File: config.mk
export PLATFORM = sky130hd
export DESIGN_NAME = orrl_front
export DESIGN_NICKNAME = d
export VERILOG_FILES = /design/src/rtl/overwriting_record_ring_log_unit_defines.svh /design/src/rtl/orrl_pkg.sv /design/src/rtl/orrl_front.sv
export SDC_FILE = /design/constraint.sdc
export NUM_CORES = 1
export LEC_CHECK = 0
export BUFFER_PORTS_ARGS = -buffer_cell sky130_fd_sc_hd__clkbuf_2
export CORE_MARGIN = 2
export CORE_UTILIZATION = 30
export CTS_BUF_LIST = sky130_fd_sc_hd__clkbuf_8
export CTS_CLUSTER_DIAMETER = 40
export CTS_CLUSTER_SIZE = 20
export DETAILED_ROUTE_END_ITERATION = 10
export HOLD_SLACK_MARGIN = 0.12
export PLACE_DENSITY_LB_ADDON = 0.15
export SETUP_SLACK_MARGIN = 0.1
export SYNTH_ARGS = -nofsm -noshare
export SYNTH_HDL_FRONTEND = slang
export SYNTH_SLANG_ARGS = --single-unit
File: constraint.sdc
create_clock -name clk -period 1.8 [get_ports clk]
set_clock_uncertainty 0.15 [all_clocks]
set_input_delay 0.36 -clock clk [delete_from_list [all_inputs] [get_ports clk]]
set_output_delay 0.36 -clock clk [all_outputs]
set_load 0.02 [all_outputs]
File: src/rtl/overwriting_record_ring_log_unit_defines.svh
// Assertion macros shared by the ring log RTL.
// Needs clk and rst_n in the scope of the module that uses them.
`ifndef OVERWRITING_RECORD_RING_LOG_UNIT_DEFINES_SVH
`define OVERWRITING_RECORD_RING_LOG_UNIT_DEFINES_SVH

// cond must hold at every edge out of reset
`define ORRL_ASSERT_ALWAYS(label, cond, msg) \
    label: assert property (@(posedge clk) disable iff (!rst_n) (cond)) else $error(msg);

// pre at one edge implies post at the next
`define ORRL_ASSERT_NEXT(label, pre, post, msg) \
    label: assert property (@(posedge clk) disable iff (!rst_n) (pre) |=> (post)) \
        else $error(msg);

`endif

File: src/rtl/orrl_pkg.sv
// Types and codes for the overwriting record ring log.
// No dependencies; used by the top level, the front end and the back end.
package orrl_pkg;

    localparam logic [1:0] OP_STORE   = 2'd0;
    localparam logic [1:0] OP_READ    = 2'd1;
    localparam logic [1:0] OP_CLEAR   = 2'd2;
    localparam logic [1:0] OP_RESTORE = 2'd3;

    localparam logic [1:0] STATUS_OK    = 2'd0;
    localparam logic [1:0] STATUS_EMPTY = 2'd1;
    localparam logic [1:0] STATUS_BAD   = 2'd2;

    localparam int ID_W = 16;

    typedef struct packed {
        logic [1:0]  req_type;
        logic [47:0] record_payload;
        logic [15:0] meta_write_index;
        logic [15:0] meta_record_count;
        logic [31:0] meta_magic;
    } in_item_t;

    typedef struct packed {
        logic [1:0]  status;
        logic [15:0] entry_id;
        logic [47:0] record_out;
        logic        last_item;
        logic [6:0]  stored_count;
        logic [5:0]  next_slot;
        logic        ring_full;
    } out_item_t;

    // decoded request handed from front to back
    typedef struct packed {
        logic [1:0]  op;
        logic [47:0] payload;
        logic [5:0]  meta_slot;
        logic [6:0]  meta_count;
        logic        meta_ok;
    } cmd_t;

endpackage

File: src/rtl/orrl_front.sv
// Front end: takes request beats, holds the magic register, decodes and
// checks restore metadata. Depends on orrl_pkg.
module orrl_front #(
    parameter int RECORD_SLOTS = 64
) (
    input  logic                clk,
    input  logic                rst_n,
    input  logic                push,
    input  orrl_pkg::in_item_t  request,
    output logic                full,
    input  logic                cfg_valid,
    output logic                cfg_ready,
    input  logic [31:0]         cfg_data,
    output orrl_pkg::cmd_t      cmd,
    output logic                cmd_push,
    input  logic                cmd_full
);

    logic [31:0] magic_reg;

    assign cfg_ready = 1'b1;
    assign full      = cmd_full;
    assign cmd_push  = push && !cmd_full;

    always_ff @(posedge clk or negedge rst_n)
    begin
        if (!rst_n)
        begin
            magic_reg <= '0;
        end
        else if (cfg_valid && cfg_ready)
        begin
            magic_reg <= cfg_data;
        end
    end

    always_comb
    begin
        cmd.op         = request.req_type;
        cmd.payload    = request.record_payload;
        cmd.meta_slot  = request.meta_write_index[5:0];
        cmd.meta_count = request.meta_record_count[6:0];
        cmd.meta_ok    = (request.meta_magic == magic_reg)
                      && (request.meta_write_index < 16'(RECORD_SLOTS))
                      && (request.meta_record_count <= 16'(RECORD_SLOTS));
    end

endmodule

==> impl_results.md <==
* Post-synth top flop: dfrtp_1
* RSZ-0062 raised after global routing: true
* Worst path slowest cell: dfrtp_1
* FP Rows at 30
* Antenna Violating Nets Remaining at 0
* CTS sink cnt at 32
* Core area at 6794 um^2
* Overall power at 1.749 mW
* Multi-input gate area at between 800 and 900 um^2
* Violated checks: setup timing
* Vias/cell at 4.203
* CTS clk-pin slew, worst paths at ~0.060 ns
* Fin cells at around 340
* Final period utilization at 136.7%
* Max reg flops at 32
* Max-Cap Viols at 0
* #FFs+latches synth at 32
* Die height at just under 90 um
* Final WS setup at -0.6609 ns
* Die area at 7683 um^2
* Global-route wire length before repair at ~8000 um
* Vias in the first global route at roughly 1500
* Reg area at around 800 um^2
* Crit-path cells: xor2_1, nor4_1, nand4_1, a2111oi_4, clkbuf_8
* Status: complete, but fails checks
* H-tree Lvls at 2
* Mapped Area at 2100 um^2
* # Post-CTS Setup Buffers at 0
* Async set or reset register ratio after synthesis at between 90% and 100%
* Drt first pass iters at 4
* Max clock buf depth at 2
* Worst Hold Class: primary input to flop
* Wirelength, routed at between 5000 and 6000 um
* Setup tns final at -0.6609 ns
* FMAX at between 400 and 500 MHz
* Via count at roughly 1400
* Worst hold stages at 2
* Busiest grt layer: met2
* CTS tree: yes
* Hold Vio Cnt, Final at 0
* Total CTS buffers at 5
* Lkg Pwr at 1.171 nW
* Reg2reg path depth at 1
* Synth Warn # at 0
* RD Place Congestion at 0.7757
* Met1 Use GR at around 14%
* Max-slew violations at 0
* Ratio of cells with drive above 1 in the final layout at between 60 and 70%
* Setup-failing EPs final at 1
* P per Cell Area at slightly above 700 nW/um^2
* N_diodes at 0
* Largest net degree at the start of global routing at 33
* Sequential share of the synthesized area at 38.14%
* GR Util met3 at under 10%
* Dpl cells at between 300 and 400
* Final net count at around 390
* Skew-Pair Late Insertion Delay at about 0.27 ns
* Die width at 87.66 um
* Count of cell types in the netlist at 17
* Synthesized instance count at around 190
* Io pins at between 200 and 250
* CP Capture Type: output pin
* Worst Hold Path EP: magic_reg[17]$_DFFE_PN0P_
* GR Overflow Total at 0
* Total global-route track usage at 13.87%
* R2r endpoint: magic_reg[31]$_DFFE_PN0P_
* EDFF count, synth at 0
* Initial antenna violation count at 0
* Syn nets at about 340
* Clk root buf: clkbuf_8
* VDD IR max at about 0.35 mV
* FILL cells at around 710
* DRC viols at 0
* Initial DRC Count at 15
* Worst EP required at 1.29 ns
* Syn_area_per_cell at 11.17 um^2
* Critical R2R Launch: magic_reg[31]$_DFFE_PN0P_
* Crit-path max FO at 2
* Placed cell area at approximately 2300 um^2
* WS Path Type: flop to output pin
* Final HPWL DP at between 4000 and 5000 um
* Fin area at 2454 um^2
* Area Overhead vs Synth at 16.87%
* Port bufs at 104
* WL/cell at approximately 17 um
* GR Util met2 at a little under a quarter
* Final Critical Period at between 2 and 2.5 ns
* Startpoint types: flop
* Starting Density at a little under a third
* Slack of the worst reg-to-reg path at a little under 0.9 ns
* HP Start: cfg_data[17]
* Dpl ws at -0.6485 ns
* CP peak stage delay at 0.39 ns
* CP arrival at 1.95 ns
worst max-delay path: cells and delay by family, from the launching register on:
family | cells | cell delay (ns)
AND/OR/NAND/NOR | 2 | 0.55
flip-flops | 1 | 0.39
AO/OA/AOI/OAI | 1 | 0.36
XOR/XNOR | 1 | 0.16
buffers and inverters | 1 | 0.21
synthesized netlist by cell type, drive strengths merged (2+ instances only):
| library cell | count | share of area, % |
|---|---|---|
| xor2 | 20 | 8.3 |
| nor4 | 10 | 3.6 |
| dfrtp | 32 | 38 |
| nand2 | 2 | 0.36 |
| mux2 | 32 | 17 |
| xnor2 | 12 | 5.0 |
| nand4 | 5 | 1.5 |
| buf | 68 | 24 |
worst max-delay path by stage:
stage	startpoint	endpoint	slack (ns)	depth (start not counted)
after floorplan	request[61]	cmd[0]	-0.30	4
after global placement	request[61]	cmd[0]	-0.64	6
after detailed placement	request[61]	cmd[0]	-0.65	6
after CTS	magic_reg[6]$_DFFE_PN0P_	cmd[0]	-0.76	6
after global routing	magic_reg[6]$_DFFE_PN0P_	cmd[0]	-0.81	6
final	magic_reg[19]$_DFFE_PN0P_	cmd[0]	-0.66	5
what timing repair did:
item,4_1_cts,5_1_grt
setup endpoints to repair,1,1
resized for setup,3,2
pin swaps,3,1
hold buffers,1,0
hold endpoints to repair,15,0
per-layer routing:
metal | up-vias | wire (um)
met5 | - | 0
met4 | 0 | 70
met3 | 14 | 1017
met2 | 103 | 2838
met1 | 622 | 1765
li1 | 669 | -
area by class of cell:
type	instances	share of cell area [%]
clock buffer	6	3.366
multi-input combinational	87	33.66
tap	96	4.895
clock inverter	2	0.3060
timing repair buffer	112	25.14
sequential	32	32.64
logic make-up after synthesis:
logic type	after synthesis	synth area share, %
simple gates	21	6.496
mux	32	17.16
compound gates	1	0.7149
xor+xnor	32	13.35
flops	32	38.14
buf+inv	69	23.96
other cells	1	0.1786
through the flow:
step / utilization (%) / hold WS (ns)
floorplan: - / -0.08559
detailed placement: 34.25 / 0.1785
global route: 36.11 / 0.1577
CTS: 35.91 / 0.1538
global placement: 34.25 / 0.1817
finish: 36.11 / 0.1644
cells in the final DEF, fill, tap and decap left out:
master,count
a2111oi_4,1
buf_12,2
buf_4,5
clkbuf_2,103
clkbuf_8,7
conb_1,1
dfrtp_1,32
dlygate4sd3_1,1
inv_1,2
mux2_2,32
nand2_1,2
nand4_1,5
nor2_1,1
nor2b_1,1
nor3_1,1
nor4_1,7
nor4_2,3
or4_4,1
xnor2_1,11
xnor2_2,1
xor2_1,20
report_power, final:
group,switching [mW],total [mW],leakage [nW],internal (mW)
clock,0.244,0.544,0.0538,0.300
sequential,0.0475,0.840,0.374,0.792
combinational,0.143,0.365,0.743,0.222
Note: power is estimated with default switching activity, not from simulation.
