===== config.mk =====
export PLATFORM = sky130hd
export DESIGN_NAME = orrl_fifo
export DESIGN_NICKNAME = d
export VERILOG_FILES = /design/src/rtl/orrl_fifo.sv
export VERILOG_INCLUDE_DIRS = /design/src /design/src/rtl
export SDC_FILE = /design/constraint.sdc
export NUM_CORES = 1
export LEC_CHECK = 0
export BUFFER_PORTS_ARGS = -buffer_cell sky130_fd_sc_hd__buf_2
export CAP_MARGIN = 20
export CORE_UTILIZATION = 50
export CTS_BUF_LIST = sky130_fd_sc_hd__clkbuf_8
export CTS_CLUSTER_SIZE = 12
export DETAILED_ROUTE_END_ITERATION = 10
export MAX_ROUTING_LAYER = met4
export PLACE_DENSITY = 0.85
export SYNTH_ARGS = -nofsm -noshare
export SYNTH_HDL_FRONTEND = slang
export SYNTH_SLANG_ARGS = --single-unit

===== constraint.sdc =====
create_clock -name clk -period 2.9 [get_ports clk]
set_input_delay 0 -clock clk [delete_from_list [all_inputs] [get_ports clk]]
set_output_delay 0 -clock clk [all_outputs]
set_load 0.01 [all_outputs]

===== src/rtl/overwriting_record_ring_log_unit_defines.svh =====
// Assertion macros shared by the ring log RTL.
// Needs clk and rst_n in the scope of the module that uses them.
`ifndef OVERWRITING_RECORD_RING_LOG_UNIT_DEFINES_SVH
`define OVERWRITING_RECORD_RING_LOG_UNIT_DEFINES_SVH

// cond must hold at every edge out of reset
`define ORRL_ASSERT_ALWAYS(label, cond, msg) \
    label: assert property (@(posedge clk) disable iff (!rst_n) (cond)) else $error(msg);

// pre at one edge implies post at the next
`define ORRL_ASSERT_NEXT(label, pre, post, msg) \
    label: assert property (@(posedge clk) disable iff (!rst_n) (pre) |=> (post)) \
        else $error(msg);

`endif


===== src/rtl/orrl_fifo.sv =====
// Small register queue used between front and back and on the result side.
// Depends on the defines header for its assertions.
`include "overwriting_record_ring_log_unit_defines.svh"

module orrl_fifo #(
    parameter int WIDTH = 8,
    parameter int DEPTH = 2
) (
    input  logic             clk,
    input  logic             rst_n,
    input  logic             push,
    input  logic [WIDTH-1:0] wr_data,
    output logic             full,
    input  logic             pop,
    output logic [WIDTH-1:0] rd_data,
    output logic             empty
);

    localparam int PTR_W = $clog2(DEPTH);
    localparam int CNT_W = $clog2(DEPTH + 1);
    localparam logic [PTR_W-1:0] PTR_LAST = PTR_W'(DEPTH - 1);
    localparam logic [CNT_W-1:0] CNT_MAX  = CNT_W'(DEPTH);

    logic [WIDTH-1:0] entry_reg [DEPTH];
    logic [PTR_W-1:0] wr_ptr_reg, wr_ptr_next;
    logic [PTR_W-1:0] rd_ptr_reg, rd_ptr_next;
    logic [CNT_W-1:0] count_reg, count_next;
    logic             do_wr, do_rd;

    assign full    = (count_reg == CNT_MAX);
    assign empty   = (count_reg == '0);
    assign do_wr   = push && !full;
    assign do_rd   = pop && !empty;
    assign rd_data = entry_reg[rd_ptr_reg];

    always_comb
    begin
        wr_ptr_next = wr_ptr_reg;
        rd_ptr_next = rd_ptr_reg;
        count_next  = count_reg;
        if (do_wr)
        begin
            wr_ptr_next = (wr_ptr_reg == PTR_LAST) ? '0 : wr_ptr_reg + 1'b1;
        end
        if (do_rd)
        begin
            rd_ptr_next = (rd_ptr_reg == PTR_LAST) ? '0 : rd_ptr_reg + 1'b1;
        end
        if (do_wr && !do_rd)
        begin
            count_next = count_reg + 1'b1;
        end
        else if (do_rd && !do_wr)
        begin
            count_next = count_reg - 1'b1;
        end
    end

    always_ff @(posedge clk or negedge rst_n)
    begin
        if (!rst_n)
        begin
            wr_ptr_reg <= '0;
            rd_ptr_reg <= '0;
            count_reg  <= '0;
        end
        else
        begin
            wr_ptr_reg <= wr_ptr_next;
            rd_ptr_reg <= rd_ptr_next;
            count_reg  <= count_next;
        end
    end

    always_ff @(posedge clk)
    begin
        if (do_wr)
        begin
            entry_reg[wr_ptr_reg] <= wr_data;
        end
    end

    `ORRL_ASSERT_ALWAYS(a_fifo_bound, count_reg <= CNT_MAX, "fifo count above depth")
    `ORRL_ASSERT_NEXT(a_fifo_fill, do_wr && !do_rd, !empty, "fifo empty after a lone push")

endmodule


==> metrics.log, run 1 <==
INFO  metric outcome = finished clean
INFO  metric detailed_routing_iterations_pass_1 = 3
INFO  metric share_of_total_power_in_the_clock_network = 26.0%
INFO  metric synthCells = 44
INFO  metric via_per_inst = 4.80
INFO  metric vdd_ir_drop_max = 0.000555 V
INFO  metric rsz0062_at_grt = no
INFO  metric cts.clk_slew.worst_paths = 0.07 ns
INFO  metric max_clock_freq = 0.631 GHz
INFO  metric postCtsResizedCells = 0
INFO  metric crit_path_start_kind = register
INFO  metric ys_types = 15
INFO  metric initial_utilization = 56.6%
INFO  metric layout.cells.most_common_list = sky130_fd_sc_hd__buf_2, sky130_fd_sc_hd__edfxtp_1, sky130_fd_sc_hd__dlygate4sd3_1
INFO  metric cts_made_buffers = 3
INFO  metric synth.cell_area = 782 um^2
INFO  metric finalHoldWorstSlack = 0.0608 ns
INFO  metric pwr-share-seq = 44.6%
INFO  metric placement.io_buffers = 21
INFO  metric htree_num_levels = 1
INFO  metric synthesis_warning_total = 0
INFO  metric dpl_cell_area = 901 um^2
INFO  metric finalClockSkew = 0.00872 ns
INFO  metric detail_placement_hpwl = 837 um
INFO  metric cts.root.buffer_cell = sky130_fd_sc_hd__clkbuf_8
INFO  metric finalWeightedCongestion = 0.687
INFO  metric power_leakage = 0.448 nW
INFO  metric grt.total_usage = 15.7%
INFO  metric wire_length_of_the_first_global_routing_pass = 1.94 mm
INFO  metric power.internal = 0.000742 W
INFO  metric detailroute.via_count = 442
INFO  metric clock_insertion_delay_worst_skew = 0.25 ns
INFO  metric rows = 13
INFO  metric synth-seq-cells = 20
INFO  metric utilization = 76.8%
INFO  metric tritoncts = built
INFO  metric timing.critical_path.required = 2.78 ns
INFO  metric pwr-share-comb = 29.3%
INFO  metric setup_tns = 0 ns
INFO  metric hold_path.class = input port to register
INFO  metric period_minus_slack = 1.58 ns
INFO  metric grt_remaining_overflow = 0
INFO  metric slew_violations = 0
INFO  metric drt.antenna.violating_nets = 0
INFO  metric ioPinCount = 22
INFO  metric core_area = 1380 um^2
INFO  metric wl_per_cell = 13.0 um
INFO  metric insertedDiodeCount = 0
INFO  metric maximum_number_of_pins_on_one_net_before_global_route_repair = 13
INFO  metric cts_num_sinks = 20
INFO  metric fin_crit_sh = 54.6%
INFO  metric cellPowerDensity = 977 nW/um^2
INFO  metric cap_viol_max_count = 0
INFO  metric synthesis.nets = 57
INFO  metric tightestPinTransition = 0.643 ns
INFO  metric dieWidth = 41.5 um
INFO  metric max_ffs_per_register = 16
INFO  metric post_synthesis_mean_instance_area = 17.8 um^2
INFO  metric synth-seq-area-share = 74.2%
INFO  metric worstSetupPathType = register to register
INFO  metric slew_headroom = 57.0%
INFO  metric worstSetupEndpointType = register
INFO  metric nNetsFinal = 91
INFO  metric arrival_time_at_the_worst_endpoint = 1.47 ns
INFO  metric critical_path_fanouts_max = 8
INFO  metric drt_first_iter_violations = 11
INFO  metric synth.top_cells.by_area = sky130_fd_sc_hd__edfxtp_1, sky130_fd_sc_hd__dfrtp_1, sky130_fd_sc_hd__mux2_1
INFO  metric area_growth = 35.8%
INFO  metric drive_above_1_share = 37.7%
INFO  metric design_area = 1060 um^2
INFO  metric setup_viol_count_final = 0
INFO  metric vias_in_the_first_global_route = 479
INFO  metric synth_area_leader_cell = sky130_fd_sc_hd__edfxtp_1
INFO  metric mostFrequentLayoutCell = sky130_fd_sc_hd__buf_2
INFO  metric finalHoldViolCount = 0
INFO  metric net-switching-power = 0.000296 W
INFO  metric die_y = 41.5 um
INFO  metric initial_antenna_violation_count = 0
INFO  metric p_sw_share = 28.5%
INFO  metric synth.top_cell.area_share = 61.4%
INFO  metric postRouteWirelength = 1.19 mm
INFO  metric clock_tree.buffer_depth = 2
INFO  metric dieArea = 1730 um^2
INFO  metric post-route-drc-count = 0
-- routing by layer --
metal | vias to the layer above | track usage [%] | share of wire [%]
met5 | - | - | 0
met4 | 0 | 7.74 | 1.6
met3 | 2 | 1.30 | 2.8
met2 | 13 | 25.6 | 49
met1 | 205 | 19.7 | 46
li1 | 222 | - | -
-- per-stage QoR --
step | std cells | power [W] | setup WS, ns
after CTS | 92 | 0.00105 | 1.28
after detailed placement | 79 | 0.000769 | 1.29
after global placement | 79 | 0.000753 | 1.36
after global routing | 92 | 0.00110 | 1.20
after floorplan | 44 | 0.000664 | 1.51
final | 92 | 0.00104 | 1.32
-- kinds of logic (layout without fill, tap and decap cells) --
kind of cell | Yosys count | after routing | share of synthesized area, %
buf+inv | 3 | 36 | 1.60
flops | 20 | 20 | 74.2
mux | 8 | 8 | 11.5
xor+xnor | 5 | 5 | 6.56
compound gates | 1 | 1 | 0.639
simple gates | 6 | 6 | 3.84
fa+ha+maj | 1 | 1 | 1.60
-- critical path, cell delays in order, from the launching register on --
cell                       delay (ns)
sky130_fd_sc_hd__dfrtp_1         0.43
sky130_fd_sc_hd__nand2b_1        0.19
sky130_fd_sc_hd__nand2_2         0.10
sky130_fd_sc_hd__nor2_1          0.51
-- synth_stat cells --
cell type,instances
sky130_fd_sc_hd__edfxtp_1,16
sky130_fd_sc_hd__mux2_1,6
sky130_fd_sc_hd__dfrtp_1,4
sky130_fd_sc_hd__nor2_1,3
sky130_fd_sc_hd__inv_1,2
sky130_fd_sc_hd__mux2_2,2
sky130_fd_sc_hd__xnor2_1,2
sky130_fd_sc_hd__xor2_1,2
sky130_fd_sc_hd__and3_1,1
sky130_fd_sc_hd__buf_2,1
sky130_fd_sc_hd__ha_1,1
sky130_fd_sc_hd__nand2_2,1
sky130_fd_sc_hd__nand2b_1,1
sky130_fd_sc_hd__o21ai_1,1
sky130_fd_sc_hd__xnor2_2,1
-- path summary, 6_finish.rpt --
path / from / endpoint / slack [ns] / cells past startpoint
setup / recovery: count_reg[0]$_DFFE_PN0P_ / entry_reg[0][1]$_DFFE_PP_ / 1.32 / 3
hold / removal: push / wr_ptr_reg$_DFFE_PN0N_ / 0.06 / 3
setup reg to reg: count_reg[0]$_DFFE_PN0P_ / entry_reg[0][1]$_DFFE_PP_ / 1.32 / 3
hold reg to reg: count_reg[1]$_DFFE_PN0P_ / count_reg[1]$_DFFE_PN0P_ / 0.53 / 1
max in group asynchronous: rst_n / rd_ptr_reg$_DFFE_PN0P_ / 2.69 / 2
min in group asynchronous: rst_n / wr_ptr_reg$_DFFE_PN0N_ / 0.09 / 2
-- cell type report --
class | instances | area, um^2
sequential | 20 | 581
tap | 15 | 18.8
fill | 92 | 320
clock buffer | 3 | 41.3
multi-input combinational | 21 | 189
clock inverter | 1 | 30.0
timing repair buffer | 30 | 195
inverter | 2 | 7.51
-- power groups by stage --
stage                     logic, W  registers [W]  clock network (W)
after global placement    0.000288       0.000465                  0
after detailed placement  0.000297       0.000471                  0
after floorplan           0.000227       0.000437                  0
after global routing      0.000337       0.000474           0.000285
final                     0.000304       0.000463           0.000270
after CTS                 0.000311       0.000465           0.000272
-- timing repair --
action                     CTS  global route
buffers inserted             0             0
hold endpoints to repair    20             0
hold buffers                 9             0
setup endpoints to repair    0             0
Power figures use the tool's default switching activity.
==> inputs of run 2 (changes only) <==
--- a/config.mk
+++ b/config.mk
@@ -8,12 +8,12 @@
 export LEC_CHECK = 0
 export BUFFER_PORTS_ARGS = -buffer_cell sky130_fd_sc_hd__buf_2
 export CAP_MARGIN = 20
-export CORE_UTILIZATION = 50
+export CORE_UTILIZATION = 47
 export CTS_BUF_LIST = sky130_fd_sc_hd__clkbuf_8
 export CTS_CLUSTER_SIZE = 12
 export DETAILED_ROUTE_END_ITERATION = 10
 export MAX_ROUTING_LAYER = met4
-export PLACE_DENSITY = 0.85
+export PLACE_DENSITY = 0.84
 export SYNTH_ARGS = -nofsm -noshare
 export SYNTH_HDL_FRONTEND = slang
 export SYNTH_SLANG_ARGS = --single-unit
==> constraint.sdc (replaced) <==
create_clock -name clk -period 1.32 [get_ports clk]
set_input_delay 0 -clock clk [delete_from_list [all_inputs] [get_ports clk]]
set_output_delay 0 -clock clk [all_outputs]
set_load 0.01 [all_outputs]
==> metrics.log, run 2 (synthesis gave the netlist of run 1 again) <==
INFO  metric nNetsFinal = 98
INFO  metric rsz0062_at_grt = yes
INFO  metric initial_utilization = 51.3%
INFO  metric setup_viol_count_final = 0
INFO  metric tritoncts = built
INFO  metric die_y = 42.8 um
INFO  metric outcome = finished clean
INFO  metric hold_path.class = input port to async pin
INFO  metric core_area = 1520 um^2
INFO  metric detailroute.via_count = 486
INFO  metric wl_per_cell = 13.2 um
INFO  metric worst_reg_to_reg_setup_slack = 0.001 ns
INFO  metric drt_first_iter_violations = 3
INFO  metric vdd_ir_drop_max = 0.00142 V
INFO  metric clock_insertion_delay_worst_skew = 0.26 ns
INFO  metric drive_above_1_share = 52.4%
INFO  metric cts_num_sinks = 20
INFO  metric slew_violations = 0
INFO  metric worstSetupPathType = register to register
INFO  metric finalWeightedCongestion = 0.661
INFO  metric post-route-drc-count = 0
INFO  metric postRouteWirelength = 1.32 mm
INFO  metric clock_tree.buffer_depth = 2
INFO  metric detail_placement_hpwl = 837 um
INFO  metric register_area = 583 um^2
INFO  metric maximum_number_of_pins_on_one_net_before_global_route_repair = 13
INFO  metric rows = 14
INFO  metric finalHoldViolCount = 0
INFO  metric crit_path_top_delay_cell = sky130_fd_sc_hd__dfrtp_2
INFO  metric biggest_cell_delay_along_the_critical_path = 0.45 ns
INFO  metric htree_num_levels = 1
INFO  metric wire_length_of_the_first_global_routing_pass = 1.86 mm
INFO  metric detailed_routing_iterations_pass_1 = 4
INFO  metric mostFrequentLayoutCell = sky130_fd_sc_hd__buf_2
INFO  metric cp_top_family = flip-flops
INFO  metric arrival_time_at_the_worst_endpoint = 1.46 ns
INFO  metric insertedDiodeCount = 0
INFO  metric critical_path_fanouts_max = 4
INFO  metric utilization = 76.6%
INFO  metric grt.total_usage = 15.1%
INFO  metric cts_made_buffers = 3
INFO  metric slew_headroom = 85.6%
INFO  metric cap_viol_max_count = 0
INFO  metric placement.io_buffers = 21
INFO  metric dieArea = 1830 um^2
INFO  metric cp_num_buf_inv = 0
INFO  metric multiInputGateArea = 230 um^2
INFO  metric finalClockSkew = 0.00510 ns
INFO  metric worstSetupEndpointType = register
INFO  metric fillerInstances = 93
INFO  metric fin_crit_sh = 99.9%
INFO  metric area_growth = 49.3%
INFO  metric max_ffs_per_register = 16
INFO  metric dieWidth = 42.8 um
INFO  metric initial_antenna_violation_count = 0
INFO  metric max_clock_freq = 0.758 GHz
INFO  metric final_cells = 100
INFO  metric crit_top_cell = sky130_fd_sc_hd__xor2_1
INFO  metric placedCellCount = 85
INFO  metric drt.antenna.violating_nets = 0
INFO  metric grt_remaining_overflow = 0
INFO  metric cts.clk_slew.worst_paths = 0.07 ns
INFO  metric worstPathCellList = o21ai_2 -> ha_4 -> xor2_1 -> nor2_1 -> xor2_1
INFO  metric period_minus_slack = 1.32 ns
INFO  metric power_leakage = 0.489 nW
INFO  metric cts.root.buffer_cell = sky130_fd_sc_hd__clkbuf_8
INFO  metric place_ws = 0.000799 ns
INFO  metric vias_in_the_first_global_route = 473
INFO  metric tightestPinTransition = 0.215 ns
INFO  metric cellPowerDensity = 2170 nW/um^2
INFO  metric worst_slack = 0.00100 ns
INFO  metric design_area = 1170 um^2
INFO  metric timing.critical_path.required = 1.46 ns
INFO  metric layout.cells.most_common_list = sky130_fd_sc_hd__buf_2, sky130_fd_sc_hd__edfxtp_1, sky130_fd_sc_hd__dlygate4sd3_1
INFO  metric ioPinCount = 22
INFO  metric via_per_inst = 4.86
INFO  metric crit_path_start_kind = register
INFO  metric dpl_cell_area = 957 um^2
-- run 2: cell count changes in the layout (fill, tap and decap cells not counted), sizes merged --
cell / change
buf: +7
-- run 2: layout make-up --
type / count / area share, %
Clock buffer: 3 / 3.54
Clock inverter: 1 / 2.57
Inverter: 2 / 0.643
Multi-Input combinational cell: 21 / 19.7
Sequential cell: 20 / 49.9
Tap cell: 16 / 1.71
Timing Repair Buffer: 37 / 21.9
-- run 2: per-layer routing --
metal	up-vias	global-route usage (%)	wire (um)
li1	241	-	-
met1	229	15.9	538
met2	14	25.2	718
met3	2	3.83	52
met4	0	9.38	14
met5	-	-	0
-- run 2: repair_timing --
action                     CTS  global route
hold buffers                 9             0
setup endpoints to repair   17             9
resized for setup            2             8
pin swaps                    0             2
setup buffers                0             2
hold endpoints to repair    20             0
-- run 2: path summary, 6_finish.rpt --
kind	start	endpoint	depth (start not counted)
max in group asynchronous	rst_n	rd_ptr_reg$_DFFE_PN0P_	2
worst min-delay path	rst_n	wr_ptr_reg$_DFFE_PN0N_	2
min in group clk	pop	rd_ptr_reg$_DFFE_PN0P_	4
worst max register to register	count_reg[1]$_DFFE_PN0P_	count_reg[1]$_DFFE_PN0P_	5
worst max-delay path	count_reg[1]$_DFFE_PN0P_	count_reg[1]$_DFFE_PN0P_	5
worst min register to register	count_reg[1]$_DFFE_PN0P_	count_reg[1]$_DFFE_PN0P_	1
-- run 2: metrics by stage --
stage	total power (W)	hold slack, ns	setup TNS, ns
floorplan	0.00150	-0.296	0
global placement	0.00178	-0.187	0
detailed placement	0.00180	-0.187	0
CTS	0.00244	0.0691	-0.0191
global route	0.00266	0.0732	-0.0516
finish	0.00253	0.0712	0
-- run 2: power breakdown --
group	internal (W)	leakage, nW	switching [W]
clock network	0.000405	0.0357	0.000194
registers	0.000889	0.193	0.000154
logic	0.000510	0.260	0.000380
total	0.00180	0.489	0.000727
